==> src/hdl/xyls_pkg.sv <==
package xyls_pkg;

	localparam int CAPACITY   = 32;
	localparam int COORD_BITS = 16;
	localparam int TAG_BITS   = 6;

	typedef struct packed {
		logic                  valid;
		logic [COORD_BITS-1:0] x;
		logic [COORD_BITS-1:0] y;
		logic [TAG_BITS-1:0]   tag;
	} rec_t;

	// ins: insert the broadcast record; shl: shift the chain toward cell 0
	typedef struct packed {
		logic ins;
		logic shl;
	} ctl_t;

	typedef enum logic {
		ST_FILL,
		ST_EMIT
	} state_t;

endpackage

==> src/hdl/xyls_cell.sv <==
module xyls_cell (
	input  logic            clk,
	input  logic            arst_n,
	input  xyls_pkg::ctl_t  ctl,
	input  xyls_pkg::rec_t  new_rec,
	input  xyls_pkg::rec_t  prev_rec,
	input  logic            prev_p,
	input  xyls_pkg::rec_t  next_rec,
	output xyls_pkg::rec_t  rec,
	output logic            p
);

	logic                            valid_q;
	logic [xyls_pkg::COORD_BITS-1:0] x_q;
	logic [xyls_pkg::COORD_BITS-1:0] y_q;
	logic [xyls_pkg::TAG_BITS-1:0]   tag_q;
	xyls_pkg::rec_t                  nxt;

	// p: this slot is empty or holds a key strictly greater than the new one
	always_comb begin
		p = !valid_q || (x_q > new_rec.x) || ((x_q == new_rec.x) && (y_q > new_rec.y));
	end

	always_comb begin
		nxt = '{valid: valid_q, x: x_q, y: y_q, tag: tag_q};
		if (ctl.shl) begin
			nxt = next_rec;
		end else if (ctl.ins && p) begin
			if (prev_p) begin
				nxt = prev_rec;
			end else begin
				nxt = new_rec;
				nxt.valid = 1'b1;
			end
		end
	end

	always_ff @(posedge clk or negedge arst_n) begin
		if (!arst_n) begin
			valid_q <= 1'b0;
		end else begin
			valid_q <= nxt.valid;
		end
	end

	always_ff @(posedge clk) begin
		x_q   <= nxt.x;
		y_q   <= nxt.y;
		tag_q <= nxt.tag;
	end

	assign rec = '{valid: valid_q, x: x_q, y: y_q, tag: tag_q};

endmodule

==> src/hdl/xy_lexicographic_sorter.sv <==
// Channel  | Valid      | Stall      | Payload
// input    | obj_valid  | obj_stall  | obj_x, obj_y, obj_tag, run_end
// output   | res_valid  | res_stall  | out_x, out_y, out_tag, out_last, overflowed
//
// Insertion: one record per cycle while filling; CAPACITY compare-and-shift cells place
// each record in its sorted slot. A record arriving with the store full is dropped.
// Emission: after run_end the chain shifts toward cell 0, one record per cycle
// through the output register unless res_stall holds it; obj_stall is high throughout.
// Reset clears the cell valid bits, the overflow flag and the output valid.
module xy_lexicographic_sorter (
	input  logic                            clk,
	input  logic                            arst_n,
	input  logic                            obj_valid,
	output logic                            obj_stall,
	input  logic [xyls_pkg::COORD_BITS-1:0] obj_x,
	input  logic [xyls_pkg::COORD_BITS-1:0] obj_y,
	input  logic [xyls_pkg::TAG_BITS-1:0]   obj_tag,
	input  logic                            run_end,
	output logic                            res_valid,
	input  logic                            res_stall,
	output logic [xyls_pkg::COORD_BITS-1:0] out_x,
	output logic [xyls_pkg::COORD_BITS-1:0] out_y,
	output logic [xyls_pkg::TAG_BITS-1:0]   out_tag,
	output logic                            out_last,
	output logic                            overflowed
);

	xyls_pkg::state_t state_q, state_nxt;
	xyls_pkg::ctl_t   ctl;
	xyls_pkg::rec_t   new_rec;
	xyls_pkg::rec_t   chain [xyls_pkg::CAPACITY];
	logic             p     [xyls_pkg::CAPACITY];
	logic             obj_acc;
	logic             full;
	logic             load;
	logic             ovf_q;
	logic             res_valid_q;

	assign new_rec = '{valid: 1'b1, x: obj_x, y: obj_y, tag: obj_tag};
	assign full    = chain[xyls_pkg::CAPACITY-1].valid;
	assign obj_acc = obj_valid && !obj_stall;

	genvar gi;
	generate
		for (gi = 0; gi < xyls_pkg::CAPACITY; gi++) begin : g_cell
			xyls_pkg::rec_t prev_rec;
			xyls_pkg::rec_t next_rec;
			logic           prev_p;
			if (gi == 0) begin : g_head
				assign prev_rec = '0;
				assign prev_p   = 1'b0;
			end else begin : g_mid
				assign prev_rec = chain[gi-1];
				assign prev_p   = p[gi-1];
			end
			if (gi == xyls_pkg::CAPACITY-1) begin : g_tail
				assign next_rec = '0;
			end else begin : g_body
				assign next_rec = chain[gi+1];
			end
			xyls_cell u_cell (
				.clk      (clk),
				.arst_n   (arst_n),
				.ctl      (ctl),
				.new_rec  (new_rec),
				.prev_rec (prev_rec),
				.prev_p   (prev_p),
				.next_rec (next_rec),
				.rec      (chain[gi]),
				.p        (p[gi])
			);
		end
	endgenerate

	always_comb begin
		state_nxt = state_q;
		unique case (state_q)
			xyls_pkg::ST_FILL: begin
				if (obj_acc && run_end) begin
					state_nxt = xyls_pkg::ST_EMIT;
				end
			end
			xyls_pkg::ST_EMIT: begin
				if (load && !chain[1].valid) begin
					state_nxt = xyls_pkg::ST_FILL;
				end
			end
			default: state_nxt = xyls_pkg::ST_FILL;
		endcase
	end

	always_comb begin
		obj_stall = 1'b0;
		load      = 1'b0;
		ctl       = '0;
		unique case (state_q)
			xyls_pkg::ST_FILL: begin
				ctl.ins = obj_valid && !full;
			end
			xyls_pkg::ST_EMIT: begin
				obj_stall = 1'b1;
				load      = !res_valid_q || !res_stall;
				ctl.shl   = load;
			end
			default: obj_stall = 1'b1;
		endcase
	end

	always_ff @(posedge clk or negedge arst_n) begin
		if (!arst_n) begin
			state_q     <= xyls_pkg::ST_FILL;
			ovf_q       <= 1'b0;
			res_valid_q <= 1'b0;
		end else begin
			state_q <= state_nxt;
			if (obj_acc && full) begin
				ovf_q <= 1'b1;
			end else if (load && !chain[1].valid) begin
				ovf_q <= 1'b0;
			end
			if (load) begin
				res_valid_q <= 1'b1;
			end else if (!res_stall) begin
				res_valid_q <= 1'b0;
			end
		end
	end

	always_ff @(posedge clk) begin
		if (load) begin
			out_x      <= chain[0].x;
			out_y      <= chain[0].y;
			out_tag    <= chain[0].tag;
			out_last   <= !chain[1].valid;
			overflowed <= ovf_q;
		end
	end

	assign res_valid = res_valid_q;

endmodule

==> config.mk <==
export PLATFORM = sky130hd
export DESIGN_NAME = xy_lexicographic_sorter
export DESIGN_NICKNAME = d
export VERILOG_FILES = /design/src/hdl/xyls_pkg.sv /design/src/hdl/xyls_cell.sv /design/src/hdl/xy_lexicographic_sorter.sv
export SDC_FILE = /design/constraint.sdc
export NUM_CORES = 2
export LEC_CHECK = 0
export BUFFER_PORTS_ARGS = -buffer_cell sky130_fd_sc_hd__buf_2
export CAP_MARGIN = 10
export CORE_MARGIN = 8
export CORE_UTILIZATION = 40
export CTS_BUF_LIST = sky130_fd_sc_hd__clkbuf_4 sky130_fd_sc_hd__clkbuf_8
export CTS_CLUSTER_DIAMETER = 150
export CTS_CLUSTER_SIZE = 25
export DETAILED_ROUTE_END_ITERATION = 10
export PLACE_DENSITY = 0.67
export SYNTH_ARGS = -nofsm -noshare
export SYNTH_HDL_FRONTEND = slang
export SYNTH_SLANG_ARGS = --single-unit
==> constraint.sdc <==
create_clock -name clk -period 17.14 [get_ports clk]
set_clock_uncertainty 0.15 [all_clocks]
set_input_delay 2.571 -clock clk [delete_from_list [all_inputs] [get_ports clk]]
set_output_delay 2.571 -clock clk [all_outputs]
set_load 0.03 [all_outputs]
# After elaboration in Yosys (flattened, before gate mapping)
# Index checks and enable logic that the tools add are counted.
dict set report word_totals {
  regBits 1291
  out_inout_bits 42
  word_cells 541
}
dict set report op_classes {
  magnitude_cmp 64
  n_eq_ne 33
  n_mux 105
  bitwise_logic 1
  n_reduce_logical 202
}
# operator n
set ops {}
lappend ops {{39-bit two-way mux} 95}
lappend ops {{16-bit > comparator} 64}
lappend ops {{16-bit equality test} 32}
lappend ops {{1-bit logical AND} 69}
lappend ops {{2-bit nonzero test} 33}
lappend ops {{1-bit logical OR} 65}
lappend ops {{1-bit logical NOT} 35}
lappend ops {{1-bit two-way mux} 9}
lappend ops {{2-bit by 1-bit != test with 1-bit output (second input constant)} 1}
lappend ops {{1-bit one-hot mux with 2 select lines} 1}
lappend ops {{1-bit NOT} 1}

# Logic depth before layout (Yosys ltp)
dict set report depth {
  depth_word 6
  depth_mapped 12
  depth_no_buf 9
}

# Cells and area by module
# A second synthesis with hierarchy kept.
dict set report hier_totals {
  cells_unflattened 9260
  hier_area_um2 91561.6
}
# mod n_inst cells_per_inst area_per_inst_um2 seq_area_each_um2
set modules_own_cells {}
lappend modules_own_cells {{xyls_cell (g_cell[0].u_cell ...)} 28 287 2812.7 1166.1}
lappend modules_own_cells {{xyls_cell (g_cell[6].u_cell ...)} 4 292 2862.7 1166.1}
lappend modules_own_cells {xy_lexicographic_sorter 1 56 1355.0 1276.2}

# Worst setup path after synthesis
# Ideal clock, no wire load.
dict set report synth_path {
  path_type {in2reg}
  start {in obj_x[7] in the netlist's numbering}
  end {reg g_cell[30].u_cell.tag_q[0] in the netlist's numbering (enable)}
  arrival_ns 7.750
  required_ns 16.504
  path_slack_ns 8.754
  stages 11
  path_cell_list {clkbuf_1 -> inv_1 -> ha_1 -> nand4_1 -> or4_1 -> nor2_1 -> a22oi_1 -> and2_1 -> buf_2 -> buf_2 -> o21ai_0}
}
dict set report synth_between {
  elab_chain_len 5
  word_cells_on_any_way 7
  classes_between {order compare (1); eq/ne (1); reduce/logical (5)}
}
# element line_no
set synth_lines {}
lappend synth_lines {{start, declared} xy_lexicographic_sorter.sv:15} ;# input logic [xyls_pkg::COORD_BITS-1:0] obj_x,
lappend synth_lines {{16-bit > comparator / 16-bit equality test (equally long branches)} xyls_cell.sv:21} ;# p = !valid_q || (x_q > new_rec.x) || ((x_q == new_rec.x) && (y_q > new_rec.y));
lappend synth_lines {{1-bit logical OR / 1-bit logical AND (equally long branches)} xyls_cell.sv:21}
lappend synth_lines {{1-bit logical OR *} xyls_cell.sv:21}
lappend synth_lines {{1-bit logical AND *} xyls_cell.sv:28} ;# end else if (ctl.ins && p) begin
lappend synth_lines {{2-bit nonzero test (no source line) *} --}
lappend synth_lines {{end signal, assigned} xyls_cell.sv:49} ;# tag_q <= nxt.tag;
lappend synth_lines {{end, declared} xyls_cell.sv:16} ;# logic [xyls_pkg::TAG_BITS-1:0] tag_q;
# Every way passes the cells marked *; elsewhere a longest branch is shown, timed or not.
# A chain may end at the register's enable or synchronous reset.

# Final worst setup path
dict set report layout_path {
  start {in obj_x[5] in the netlist's numbering}
  end {reg g_cell[18].u_cell.y_q[15] in the netlist's numbering (enable)}
}
dict set report layout_between {
  elab_chain_len 5
  word_cells_on_any_way 7
  classes_between {order compare (1); eq/ne (1); reduce/logical (5)}
}
# element line_no
set layout_lines {}
lappend layout_lines {{16-bit > comparator / 16-bit equality test (equally long branches)} xyls_cell.sv:21}
lappend layout_lines {{1-bit logical OR / 1-bit logical AND (equally long branches)} xyls_cell.sv:21}
lappend layout_lines {{1-bit logical OR *} xyls_cell.sv:21}
lappend layout_lines {{1-bit logical AND *} xyls_cell.sv:28}
lappend layout_lines {{2-bit nonzero test (no source line) *} --}
lappend layout_lines {{end signal, assigned} xyls_cell.sv:48} ;# y_q <= nxt.y;
lappend layout_lines {{end, declared} xyls_cell.sv:15} ;# logic [xyls_pkg::COORD_BITS-1:0] y_q;
# Marked as above.

==> results.sh <==
export IMPL_status="finished clean"
export IMPL_holdCritStartpoint="ovf_q"
export IMPL_min_path_cells=0
export IMPL_portBuffers=84
export IMPL_timing_rr_start="res_valid"
export IMPL_drtPass1Iterations=6
export IMPL_max_cap_viol_count=0
export IMPL_tns_ps=0
export IMPL_synth_fp_nets=9434
export IMPL_slew_headroom_pct=17.36
export IMPL_r2r_setup_slack_ps=11620
export IMPL_peakVddDrop_mv=0.1321
export IMPL_globalplace_congestion=0.9686
export IMPL_holdCritPathClass="flop to flop"
export IMPL_power_density_nw_per_um2=223.3
export IMPL_areaGrowthSynthToFinish_pct=5.686
export IMPL_track_usage_pct=27.22
export IMPL_min_delay_worst_endpoint="overflowed"
export IMPL_synthArstFlopShare_pct=2.711
export IMPL_syn_area_sq_um=85200
export IMPL_hold_buffers=0
export IMPL_power_leakage_uw=0.03396
export IMPL_worstMarginPinSlew_ps=1240
export IMPL_die_w_microns=477.5
export IMPL_dr_first_iter_drc_count=12237
export IMPL_finalSetupViolCount=0
export IMPL_critPathMaxStageDelay_ps=940
export IMPL_cts_tree="built"
export IMPL_synthDistinctLibCells=55
export IMPL_finalCritPeriodShare_pct=46.21
export IMPL_whs_ps=331.5
export IMPL_first_global_vias=73200
export IMPL_clkPwrFrac_pct=7.2
export IMPL_clock_path_buffers=3
export IMPL_vias=76463
export IMPL_final_area_sq_um=90050
export IMPL_critical_path_startpoint_type="input pin"
export IMPL_synthFlopType="edfxtp_1"
export IMPL_die_y_microns=477.5
export IMPL_cts_sinks=1291
export IMPL_fmax_mhz=126.3
export IMPL_rsz0062_at_grt="no"
export IMPL_worstPathCellList="buf_2, buf_4, inv_2, buf_4, ha_1, nand2_1, nor4_1, o21ai_0, o2111ai_1, a22oi_2, buf_4, and2_1, buf_4, o21ai_4, buf_16"
export IMPL_place_hpwl_microns=226100
export IMPL_detail_route_wl_per_cell_microns=30.39
export IMPL_timing_rr_end="g_cell[20].u_cell.tag_q[4]"
export IMPL_internal_power_uw=10150
export IMPL_grt_start_max_net_pins=212
export IMPL_cpMaxStageDelayCell="nor4_1"
export IMPL_final_cell_mix="nand2_1, edfxtp_1, o21ai_0"
export IMPL_switching_share_pct=49.51
export IMPL_postSynthAreaPerCell_sq_um=10.14
export IMPL_cp_arrival_ps=8380
export IMPL_via_per_inst=7.022
export IMPL_dieArea_sq_um=228000
export IMPL_drc=0
export IMPL_critPathKind="input pin to flop"
export IMPL_p_seq_share_pct=41.8
export IMPL_synthCells=8399
export IMPL_ant_nets=0
export IMPL_grt_pass1_wl_microns=484400
export IMPL_cp_max_fo=40
export IMPL_crit_top_cell="buf_4"
export IMPL_insertion_delay_ps=930
export IMPL_start_util_pct=40.21
export IMPL_dpl_cell_area_sq_um=88380
export IMPL_antenna_found_initial=7
export IMPL_hold_viol_final=0
export IMPL_row_count=169
export IMPL_clkTransAtPathRegs_ps=160
export IMPL_seq_area_frac_synth_pct=44.85
export IMPL_cts_post_setup_buffers_inserted=0
export IMPL_end_kind="flop"
export IMPL_htree_levels=2
export IMPL_globalRouteOverflowTotal=0
export IMPL_clock_tree_root_cell="clkbuf_8"
export IMPL_cts_buffers=57
export IMPL_layout_drive_gt1_share_pct=6.524
export IMPL_drv_slew=0
export IMPL_synth_edf_count=1218
export IMPL_nets=9051
export IMPL_io_pins=85
export IMPL_worstPathRequired_ps=17600
export IMPL_period_needed_ps=7920
export IMPL_cts_repair_resized=0
export IMPL_fillers=20187
export IMPL_ys_ff_latch=1291
export IMPL_final_common_cell="nand2_1"
export IMPL_core_area_sq_um=211900
export IMPL_yosysWarnings=0
export IMPL_ff2ff_path_depth=8
export IMPL_wirelength_microns=330900
export IMPL_switchingPower_uw=9955
export IMPL_pwr_share_comb_pct=51.0
layer usage:
layer  global-route usage (%)  share of wire [%]
met2                    40.12                 42
met4                    15.28                6.9
met3                    6.480                 12
met5                        0             0.0079
met1                    36.69                 39
state kept, by name, indices dropped and copies added, names as in the netlist:
signal                 flops
g_cell.u_cell.tag_q      192
g_cell.u_cell.valid_q     32
g_cell.u_cell.x_q        512
g_cell.u_cell.y_q        512
out_last                   1
out_tag                    6
out_x                     16
out_y                     16
overflowed                 1
ovf_q                      1
res_valid                  1
state_q                    1
worst max-delay path by stage:
stage / startpoint / to / slack (ps) / cells after the start
global route: obj_x[5] / g_cell[18].u_cell.x_q[12] / 9290 / 15
global placement: obj_x[5] / g_cell[18].u_cell.y_q[10] / 8470 / 14
floorplan: obj_x[7] / g_cell[30].u_cell.tag_q[0] / 8750 / 11
detailed placement: obj_x[5] / g_cell[18].u_cell.x_q[10] / 8390 / 14
CTS: obj_x[5] / g_cell[18].u_cell.y_q[5] / 9340 / 14
finish: obj_x[5] / g_cell[18].u_cell.y_q[15] / 9220 / 15
critical path, delay by kind of cell:
family | cells | cell delay [ps]
buf+inv | 7 | 2280
simple gates | 3 | 1230
compound gates | 4 | 1800
fa+ha+maj | 1 | 400
through the flow:
step	util [%]	cells	worst slack, ps	total power (uW)
after global placement	41.65	10749	8475	17700
after global routing	42.49	10885	9289	21210
after CTS	42.26	10861	9337	19550
after floorplan	-	8399	8754	14390
final	42.50	10889	9220	20110
after detailed placement	41.71	10755	8385	18140
cells by family after synthesis:
kind of cell	Yosys count	synth area share, %
fa+ha+maj	992	14.57
buf+inv	889	4.141
flops	1291	44.85
mux	76	0.8929
compound gates	3195	25.37
simple gates	1956	10.18
final cells by class:
cell class | count | area (sq um) | area share (%)
Antenna cell | 5 | 12.51 | 0.01390
Multi-Input combinational cell | 6219 | 44020 | 48.88
Clock buffer | 102 | 1122 | 1.246
Clock inverter | 4 | 36.28 | 0.04030
Tap cell | 2821 | 3530 | 3.920
Sequential cell | 1291 | 38210 | 42.44
Inverter | 130 | 495.5 | 0.5502
Timing Repair Buffer | 317 | 2620 | 2.910
power by group through the flow:
stage               Combinational (uW)  Clock, uW  Sequential (uW)
detailed placement                9760          0             8380
finish                           10200       1460             8400
global placement                  9330          0             8370
global route                     11200       1540             8470
CTS                               9800       1460             8290
floorplan                         6940          0             7450
Yosys cell counts (38+ instances only):
master	number	area [sq um]
a21o_1	199	1494
a21oi_1	316	1582
a22oi_1	48	360.4
a32oi_1	1064	9319
and2_1	54	337.8
and4_1	60	525.5
buf_2	93	465.5
clkbuf_1	621	2331
dfxtp_1	38	760.7
edfxtp_1	1218	36580
ha_1	992	12410
inv_1	130	488.0
mux2i_1	76	760.7
nand2_1	1427	5356
nand4_1	212	1326
nor2_1	50	187.7
nor2b_1	63	394.1
nor4_1	55	344.1
o211ai_1	124	930.9
o21ai_0	1242	6216
o31ai_1	57	427.9
No activity file was read; power rests on OpenSTA's default activity.
